### src/rtl/mmp2_pkg.sv
// Package for the 2x2 modular matrix power block.
// Holds widths, the sequencer state type and the identity constant; no dependencies.
package mmp2_pkg;
  localparam int unsigned EntryWidth = 16;
  localparam int unsigned PowerWidth = 31;
  localparam int unsigned ProdWidth  = 2 * EntryWidth;
  localparam int unsigned RemWidth   = EntryWidth + 1;
  localparam int unsigned DivCntW    = $clog2(ProdWidth + 1);

  typedef logic [EntryWidth-1:0] entry_t;
  typedef entry_t [3:0] mat_t;

  localparam mat_t Identity = '{entry_t'(1), entry_t'(0), entry_t'(0), entry_t'(1)};

  // Sequencer states, one-hot.
  typedef enum logic [6:0] {
    StIdle  = 7'b0000001,
    StMul   = 7'b0000010,
    StDiv   = 7'b0000100,
    StAcc   = 7'b0001000,
    StNext  = 7'b0010000,
    StRound = 7'b0100000,
    StOut   = 7'b1000000
  } state_e;
endpackage

### src/rtl/modular_matrix_power_2x2_top.sv
// Top level of the 2x2 modular matrix power block (right-to-left square and multiply).
// Depends on mmp2_pkg; one shared 16x16 multiplier and one bit-serial remainder unit.
//
//  channel | direction | handshake          | payload
//  in      | input     | in_valid/in_ready  | entry_* (4x16), power (31), modulus (16)
//  out     | output    | out_valid/out_ready| result_* (4x16)
//
// Each item is first reduced (4 remainders, each: load, 32 shift steps, store, advance),
// then per exponent bit up to two matrix products of 8 products+remainders each plus a
// commit step; the remainder unit sets the pace. A zero exponent or zero modulus skips
// the arithmetic and goes straight to the result.
// One item at a time: in_ready is low from accept until the result is taken.
// The result holds while out_ready is low. Reset clears control state only.
module modular_matrix_power_2x2_top (
  input  logic        clk_i,
  input  logic        rst_ni,
  input  logic        in_valid_i,
  output logic        in_ready_o,
  input  logic [15:0] entry_top_left_i,
  input  logic [15:0] entry_top_right_i,
  input  logic [15:0] entry_bottom_left_i,
  input  logic [15:0] entry_bottom_right_i,
  input  logic [30:0] power_i,
  input  logic [15:0] modulus_i,
  output logic        out_valid_o,
  input  logic        out_ready_i,
  output logic [15:0] result_top_left_o,
  output logic [15:0] result_top_right_o,
  output logic [15:0] result_bottom_left_o,
  output logic [15:0] result_bottom_right_o
);
  localparam int unsigned EW = mmp2_pkg::EntryWidth;
  localparam int unsigned PW = mmp2_pkg::ProdWidth;
  localparam int unsigned RW = mmp2_pkg::RemWidth;
  localparam int unsigned CW = mmp2_pkg::DivCntW;

  mmp2_pkg::state_e state_q, state_d;
  mmp2_pkg::mat_t acc_q, acc_d, base_q, base_d, res_q, res_d;
  logic [mmp2_pkg::PowerWidth-1:0] pow_q, pow_d;
  mmp2_pkg::entry_t md_q, md_d;
  // phase: 0 = initial reduce, 1 = acc*base, 2 = base*base
  logic [1:0] phase_q, phase_d;
  logic [2:0] step_q, step_d;       // product index within a matrix product
  logic [PW-1:0] dvd_q, dvd_d;      // dividend shifted out MSB first
  logic [RW-1:0] rem_q, rem_d;
  logic [CW-1:0] cnt_q, cnt_d;
  mmp2_pkg::entry_t part_q, part_d; // first reduced product of a pair

  // operand select for the shared multiplier
  mmp2_pkg::entry_t opa, opb, lhs_a, lhs_b;
  logic [1:0] row, col, k;
  logic [RW-1:0] rtry, rsum, rred;
  logic [RW-1:0] rsh;

  always_comb begin
    row = {1'b0, step_q[2]};
    col = {1'b0, step_q[1]};
    k   = {1'b0, step_q[0]};
    lhs_a = (phase_q == 2'd1) ? acc_q[3 - (row * 2 + k)] : base_q[3 - (row * 2 + k)];
    lhs_b = base_q[3 - (k * 2 + col)];
    opa = lhs_a;
    opb = lhs_b;
  end

  // remainder step: shift in one dividend bit, subtract if possible
  always_comb begin
    rsh  = {rem_q[RW-2:0], dvd_q[PW-1]};
    rtry = rsh - {1'b0, md_q};
    // reduce pair sum: part + rem, both below md, so one compare and subtract
    rsum = {1'b0, part_q} + rem_q;
    rred = (rsum >= {1'b0, md_q}) ? rsum - {1'b0, md_q} : rsum;
  end

  always_comb begin
    state_d = state_q;
    acc_d = acc_q; base_d = base_q; res_d = res_q;
    pow_d = pow_q; md_d = md_q; phase_d = phase_q; step_d = step_q;
    dvd_d = dvd_q; rem_d = rem_q; cnt_d = cnt_q; part_d = part_q;
    unique case (state_q)
      mmp2_pkg::StIdle: begin
        if (in_valid_i) begin
          pow_d = power_i;
          md_d  = modulus_i;
          base_d = '{entry_top_left_i, entry_top_right_i,
                     entry_bottom_left_i, entry_bottom_right_i};
          acc_d = mmp2_pkg::Identity;
          if (power_i == '0) begin
            res_d = mmp2_pkg::Identity;
            state_d = mmp2_pkg::StOut;
          end else if (modulus_i == '0) begin
            res_d = '0;
            state_d = mmp2_pkg::StOut;
          end else begin
            phase_d = 2'd0;
            step_d = '0;
            state_d = mmp2_pkg::StMul;
          end
        end
      end
      mmp2_pkg::StMul: begin
        if (phase_q == 2'd0) dvd_d = {base_q[3 - step_q[1:0]], {EW{1'b0}}} >> EW;
        else dvd_d = opa * opb;
        rem_d = '0;
        cnt_d = CW'(PW);
        state_d = mmp2_pkg::StDiv;
      end
      mmp2_pkg::StDiv: begin
        dvd_d = {dvd_q[PW-2:0], 1'b0};
        rem_d = rtry[RW-1] ? rsh : rtry;
        cnt_d = cnt_q - 1'b1;
        if (cnt_q == CW'(1)) state_d = mmp2_pkg::StAcc;
      end
      mmp2_pkg::StAcc: begin
        state_d = mmp2_pkg::StNext;
        if (phase_q == 2'd0) begin
          base_d[3 - step_q[1:0]] = rem_q[EW-1:0];
          step_d = step_q + 3'd1;
          if (step_q == 3'd3) begin
            step_d = '0;
            phase_d = pow_q[0] ? 2'd1 : 2'd2;
          end
        end else if (!step_q[0]) begin
          part_d = rem_q[EW-1:0];
          step_d = step_q + 3'd1;
        end else begin
          res_d[3 - {step_q[2], step_q[1]}] = rred[EW-1:0];
          step_d = step_q + 3'd1;
          if (step_q == 3'd7) state_d = mmp2_pkg::StRound;
        end
      end
      mmp2_pkg::StNext: state_d = mmp2_pkg::StMul;
      mmp2_pkg::StRound: begin
        step_d = '0;
        state_d = mmp2_pkg::StMul;
        if (phase_q == 2'd1) begin
          acc_d = res_q;
          phase_d = 2'd2;
        end else begin
          base_d = res_q;
          pow_d = pow_q >> 1;
          if (pow_q[mmp2_pkg::PowerWidth-1:1] == '0) begin
            res_d = acc_q;
            state_d = mmp2_pkg::StOut;
          end else begin
            phase_d = pow_q[1] ? 2'd1 : 2'd2;
          end
        end
      end
      mmp2_pkg::StOut: begin
        if (out_ready_i) state_d = mmp2_pkg::StIdle;
      end
      default: state_d = mmp2_pkg::StIdle;
    endcase
  end

  always_ff @(posedge clk_i or negedge rst_ni) begin
    if (!rst_ni) begin
      state_q <= mmp2_pkg::StIdle;
    end else begin
      state_q <= state_d;
    end
  end

  // payload registers
  always_ff @(posedge clk_i) begin
    acc_q <= acc_d; base_q <= base_d; res_q <= res_d; pow_q <= pow_d; md_q <= md_d;
    phase_q <= phase_d; step_q <= step_d; dvd_q <= dvd_d; rem_q <= rem_d;
    cnt_q <= cnt_d; part_q <= part_d;
  end

  assign in_ready_o  = (state_q == mmp2_pkg::StIdle);
  assign out_valid_o = (state_q == mmp2_pkg::StOut);
  assign result_top_left_o     = res_q[3];
  assign result_top_right_o    = res_q[2];
  assign result_bottom_left_o  = res_q[1];
  assign result_bottom_right_o = res_q[0];

  // remainder always below modulus once a division ends
  a_rem_range: assert property (@(posedge clk_i) disable iff (!rst_ni)
    state_q == mmp2_pkg::StAcc |-> rem_q < {1'b0, md_q})
    else $error("remainder out of range");
  a_ready_out: assert property (@(posedge clk_i) disable iff (!rst_ni)
    !(in_ready_o && out_valid_o)) else $error("ready while result pending");
  a_div_cnt: assert property (@(posedge clk_i) disable iff (!rst_ni)
    state_q == mmp2_pkg::StMul |=> state_q == mmp2_pkg::StDiv && cnt_q == CW'(PW))
    else $error("division not started");
endmodule
### config.mk
export PLATFORM = sky130hd
export DESIGN_NAME = modular_matrix_power_2x2_top
export DESIGN_NICKNAME = d
export VERILOG_FILES = /design/src/rtl/mmp2_pkg.sv /design/src/rtl/modular_matrix_power_2x2_top.sv
export SDC_FILE = /design/constraint.sdc
export NUM_CORES = 1
export LEC_CHECK = 0
export BUFFER_PORTS_ARGS = -buffer_cell sky130_fd_sc_hd__buf_2
export CAP_MARGIN = 0
export CORE_AREA = 8 8 213 215
export CTS_BUF_LIST = sky130_fd_sc_hd__clkbuf_2
export DETAILED_ROUTE_END_ITERATION = 8
export DIE_AREA = 0 0 221 223
export PLACE_DENSITY = 0.8
export SETUP_SLACK_MARGIN = 0.2
export SYNTH_ARGS = -nofsm -noshare
export SYNTH_HDL_FRONTEND = slang
export SYNTH_SLANG_ARGS = --single-unit
export TNS_END_PERCENT = 10
### constraint.sdc
create_clock -name clk_i -period 10.6 [get_ports clk_i]
set_input_delay 2.12 -clock clk_i [delete_from_list [all_inputs] [get_ports clk_i]]
set_output_delay 2.12 -clock clk_i [all_outputs]
set_load 0.02 [all_outputs]
======== After elaboration in Yosys (flattened, before gate mapping) ========
Cells that the tools add are included.
word-level totals
  register bits after elaboration ......... 322
  latch bits .............................. 0
  RAM bits ................................ 0
  memory bits (read-only) ................. 0
  input port bits ......................... 115
  output and inout port bits .............. 66
  word-level logic and storage cells ...... 151
  memories ................................ 0
operators by class
  $add $sub $neg .......................... 11
  multiply operators ...................... 1
  divide/modulo/power cells ............... 0
  $lt $le $gt $ge ......................... 7
  equality and inequality tests ........... 25
  shift operators ......................... 0
  multiplexer cells ....................... 66
  bitwise logic cells ..................... 2
  reduce and logical (&&, ||, !) cells .... 18
operators with widths
  cell                                                  number
  two-way mux 64 bit                                    12
  case mux 64 bit (3 select lines)                      2
  binary-select mux 16 bit (select 2 bit)               4
  bitwise mux 64 bit                                    2
  < comparator 32 x 3 -> 1 bit, second input constant   4
  two-way mux 16 bit                                    8
  case mux 64 bit (2 select lines)                      1
  demux 16 bit (select 2 bit)                           2
  >= comparator 32 x 1 -> 1 bit, second input constant  2
  case mux 32 bit (2 select lines)                      1
  two-way mux 31 bit                                    2
  case mux 31 bit (2 select lines)                      1
  two-way mux 7 bit                                     7
  case mux 7 bit (7 select lines)                       1
  case mux 17 bit (2 select lines)                      1
  multiplier 16 x 16 -> 32 bit                          1
  two-way mux 32 bit                                    1
  logical NOT 31 bit                                    1
  logical NOT 30 bit                                    1
  != test 2 bit, second input constant                  11
  two-way mux 2 bit                                     9
  two-way mux 6 bit                                     3
  adder 16 x 17 -> 17 bit                               1
  >= comparator 17 x 16 -> 1 bit                        1
  36 further kinds                                      51

======== Longest topological paths before layout ========
  depth in word-level cells ............... 9
  depth in mapped cells ................... 31
  gate-level depth less buffers ........... 28

======== Worst setup path before layout ========
No wires, ideal clock.
  kind .................................... register -> register
  from .................................... reg step_q[0]
  to ...................................... reg dvd_q[30] (data pin)
  library setup time ...................... 0.265 ns
  arrival time ............................ 7.891 ns
  path slack .............................. 2.445 ns
  stages on the path, launching flop included .. 30
  clock period less this slack ............ 8.155 ns
  path through ............................ edfxtp_1 clkbuf_1 clkbuf_1 buf_1 buf_1 mux2i_1 nor2_1 a21oi_1 clkbuf_1 nor2_1 fa_1 inv_1 fa_1 fa_1 fa_1 inv_1 fa_1 inv_1 fa_1 inv_1 ha_1 a21oi_1 o21a_1 a21bo_2 a21oi_1 a41oi_1 o311ai_0 or3_1 mux2i_1 o21ai_0
on the way
  cells in the longest elaborated chain, start to end .. 8
  elaborated cells between the ends (all ways) .. 14
  those cells by class .................... 4 x add/sub; 1 x mul; 9 x mux
ends and longest elaborated chain
  what                                      RTL line                             RTL
  from (decl)                               modular_matrix_power_2x2_top.sv:43   logic [2:0] step_q, step_d;
  from (signal assigned)                    modular_matrix_power_2x2_top.sv:167  phase_q <= phase_d; step_q <= step_d; dvd_q <= dvd_d; rem_q <= rem_d;
  adder 2 x 1 -> 3 bit                      modular_matrix_power_2x2_top.sv:59   lhs_a = (phase_q == 2'd1) ? acc_q[3 - (row * 2 + k)] : base_q[3 - (row * 2 + k)];
  subtractor 2 x 3 -> 4 bit                 modular_matrix_power_2x2_top.sv:59
  binary-select mux 16 bit (select 2 bit)   modular_matrix_power_2x2_top.sv:59
  two-way mux 16 bit (implied by the code)  modular_matrix_power_2x2_top.sv:59
  two-way mux 16 bit                        modular_matrix_power_2x2_top.sv:59
  multiplier 16 x 16 -> 32 bit (*)          modular_matrix_power_2x2_top.sv:102  else dvd_d = opa * opb;
  two-way mux 32 bit (*)                    modular_matrix_power_2x2_top.sv:101  if (phase_q == 2'd0) dvd_d = {base_q[3 - step_q[1:0]], {EW{1'b0}}} >> EW;
  case mux 32 bit (2 select lines) (*)      modular_matrix_power_2x2_top.sv:79   unique case (state_q)
  via dvd_d[30]                             modular_matrix_power_2x2_top.sv:44   logic [PW-1:0] dvd_q, dvd_d;
  to (signal assigned)                      modular_matrix_power_2x2_top.sv:167
  to (decl)                                 modular_matrix_power_2x2_top.sv:44
The timed path passes the listed nets; every way through them passes the cells marked *. The select of a mux whose other input is x is not followed.
A chain may end at the register's enable or synchronous reset.

======== Worst setup path after layout ========
  from .................................... reg step_q[2]
  to ...................................... reg dvd_q[30] (data pin)
on the way
  cells in the longest elaborated chain, start to end .. 8
  elaborated cells between the ends (all ways) .. 10
  those cells by class .................... 2 x add/sub; 1 x mul; 7 x mux
ends and longest elaborated chain
  what                                      RTL line
  adder 2 x 1 -> 3 bit (*)                  modular_matrix_power_2x2_top.sv:59
  subtractor 2 x 3 -> 4 bit (*)             modular_matrix_power_2x2_top.sv:59
  binary-select mux 16 bit (select 2 bit)   modular_matrix_power_2x2_top.sv:59
  two-way mux 16 bit (implied by the code)  modular_matrix_power_2x2_top.sv:59
  two-way mux 16 bit (*)                    modular_matrix_power_2x2_top.sv:59
  multiplier 16 x 16 -> 32 bit (*)          modular_matrix_power_2x2_top.sv:102
  two-way mux 32 bit (*)                    modular_matrix_power_2x2_top.sv:101
  case mux 32 bit (2 select lines) (*)      modular_matrix_power_2x2_top.sv:79
  via dvd_d[30]                             modular_matrix_power_2x2_top.sv:44
Marks and branches as above.

==> results.cfg <==
[yosys]
synth-xor-area-share_pct = 2.150
synth_fp_nets = 3037
async_flop_share_pct = 2.174
synth_area_sq_um = 26480
synth-seq-cells = 322
synth-edff-count = 315
yosysTopAreaCell = edfxtp_1
synthTopCellsByArea = edfxtp_1 36%, fa_1 15%, ha_1 7.5%, nand2_1 4.6%, inv_1 4.1%
synth-adder-area-share_pct = 22.36
synth_warnings = 0
synth_compound_area_share_pct = 13.28
postSynthCellCount = 2567
synth.top_cell.area_share_pct = 35.73
yosysSeqAreaShare_pct = 36.39
synth_top_family_by_area = adder cells
synth_mux_area_share_pct = 7.741
synth.avg_cell_area_sq_um = 10.31
yosys.area_share.simple_pct = 12.26
yosysUniqueCellTypes = 66
synth_ff_type = edfxtp_1

[job]
maxCapViolCount = 0

[worst_setup_path]
crit_type = reg2reg
path_max_fanout = 18
cp-start-kind = flip-flop
path_buf_inv = 4
max_stage_delay_ns = 0.93
path_common_cell = fa_1
crit_chain = buf_4 -> a21oi_1 -> o21ai_1 -> nand2_1 -> fa_1 -> fa_1 -> fa_1 -> fa_1 -> inv_1 -> fa_1 -> inv_1 -> fa_1 -> inv_1 -> ha_1 -> a21oi_1 -> o21a_1 -> a21bo_2 -> a21oi_1 -> a41oi_1 -> o311ai_0 -> or3_1 -> mux2i_1 -> o21ai_0
cpLargestDelayFamily = adder cells
required_ns = 11.35
slowest_stage = edfxtp_1
endpoint_kind = flip-flop
cp.arrival_ns = 9.26

[cells_and_area]
nets = 3222
nFillCells = 3236
final_util_pct = 67.97
drive_gt1_share_pct = 17.28
regArea_sq_um = 9635
area_delta_synth_final_pct = 8.639
multi_input_area_sq_um = 15390

[grt]
grt_usage_pct = 31.92
grt_first_pass_wirelength_um = 122800
grt_max_degree = 129
grt_pass1_vias = 21550
antenna_found_initial = 2
grt_overflow_total = 0

[sta]
tightest_slew_ns = 1.217
rsz0062_at_grt = false
setup_violations = 0
slew-limit-headroom_pct = 18.33
finalCritPeriodShare_pct = 80.26
fmax_mhz = 117.5
tns_ns = 0
slew_violations = 0
final-hold-violation-count = 0
fin_crit_ns = 8.507
finClkSkew_ns = 0.09400

[clock_network]
cts-root-buf = clkbuf_2
cts_tree = built
post_cts_resized = 0
clk_latency_ns = 1.06
cts_buffers = 87
htree_num_levels = 3
clockBufferDepth = 3
hold_buffers = 0
clk_pin_slew_ns = 0.13
numClockSinks = 322
cts_setup_buffers = 0

[die]
die_area_sq_um = 49280
rows = 76
die_x_um = 221
coreArea_sq_um = 42320
fp.dieH_um = 223
initial_core_util_pct = 62.57
ioPinCount = 181

[route]
vias = 21530
wirelength_um = 80510
dr.first_iter.drc_count = 2499
avgRoutedWirePerCell_um = 23.95
postRouteAntennaNets = 0
via_per_inst = 6.405
drc = 0
drtPass1Iterations = 6

[placement]
hpwl_um = 60230
port_buffers = 180
gp_congestion = 0.9863

[worst_hold_path]
hp-class = reg2reg

[outcome]
status = finished clean
-- placed cells by master (no fill, tap or decap), types with 23 or more instances in the layout --
cell type / count
a221o_1: 67
nor2_1: 204
and2_1: 84
o21ai_0: 129
mux2i_1: 54
mux2_2: 84
a21oi_1: 91
a22oi_1: 62
buf_4: 35
edfxtp_1: 315
ha_1: 158
xnor2_1: 42
buf_2: 180
o21ai_1: 27
a21o_1: 27
inv_1: 287
mux4_2: 25
xor2_1: 23
fa_1: 197
nand2_1: 322
clkbuf_2: 117
-- Yosys cell counts, types with 54 or more instances --
cell type,instances
a22oi_1,62
a221o_1,67
inv_1,287
mux2_2,84
a21oi_1,95
ha_1,158
clkbuf_1,104
nor2_1,209
and2_1,84
fa_1,197
mux2i_1,54
o21ai_0,131
nand2_1,322
edfxtp_1,315
-- kinds of logic (layout without fill, tap and decap cells) --
kind of cell    Yosys count  in the layout
mux                     163            163
xor+xnor                 65             65
flops                   322            322
fa+ha+maj               355            355
compound gates          521            521
simple gates            734            734
other cells               0              4
buf+inv                 407            652
-- layout make-up --
class / instances / area share [%]
sequential: 322 / 33.50
multi-input combinational: 1838 / 53.51
timing repair buffer: 216 / 4.115
tap: 546 / 2.375
antenna: 4 / 0.03480
clock buffer: 117 / 2.036
clock inverter: 32 / 0.6786
inverter: 287 / 3.745
-- routing by layer --
metal / wire length (um) / share of wire, % / GRT usage (%) / up-vias
li1: - / - / - / 9425
met1: 31010 / 39 / 42.25 / 10510
met2: 36460 / 45 / 49.65 / 1405
met3: 9665 / 12 / 8.037 / 195
met4: 3383 / 4.2 / 13.90 / 0
met5: 0 / 0 / 0 / -
-- worst reg2reg max path, delay by kind of cell (launching register included) --
kind            cells  cell delay [ns]
compound gates      9             2.77
fa+ha+maj           7             3.45
simple gates        2             0.38
buf+inv             4             0.48
mux                 1             0.17
flops               1             0.93
-- through the flow --
| step | std cells | hold WS (ns) | worst slack (ns) | cell area [sq um] |
|---|---|---|---|---|
| after floorplan | 2567 | 0.4686 | 2.445 | 26480 |
| after detailed placement | 3209 | 0.5133 | 2.175 | 27970 |
| after global placement | 3209 | 0.5056 | 2.450 | 27970 |
| after global routing | 3361 | 0.5390 | 1.646 | 28760 |
| after CTS | 3358 | 0.4845 | 2.168 | 28750 |
| final | 3362 | 0.5025 | 2.093 | 28760 |
-- final timing paths --
check / from / slack, ns / end / cells after the start
worst max-delay path: step_q[2]$_SDFFCE_PN0P_ / 2.09 / dvd_q[30]$_DFFE_PP_ / 23
worst min-delay path: dvd_q[10]$_DFFE_PP_ / 0.50 / dvd_q[11]$_DFFE_PP_ / 2
worst max register to register: step_q[2]$_SDFFCE_PN0P_ / 2.09 / dvd_q[30]$_DFFE_PP_ / 23
worst min register to register: dvd_q[10]$_DFFE_PP_ / 0.50 / dvd_q[11]$_DFFE_PP_ / 2
max in group asynchronous: rst_ni / 9.50 / state_q[0]$_DFFE_PN1P_ / 1
min in group asynchronous: rst_ni / 0.88 / state_q[3]$_DFFE_PN0P_ / 1
-- state kept, by name, summed over array words and instances, names as in the netlist, 17 cells and up --
| name | cells |
|---|---|
| acc_q | 64 |
| pow_q | 31 |
| base_q | 64 |
| rem_q | 17 |
| dvd_q | 32 |
Power is not shown: default switching activity piles up to over one toggle a cycle in this logic, so the estimate is an artifact.
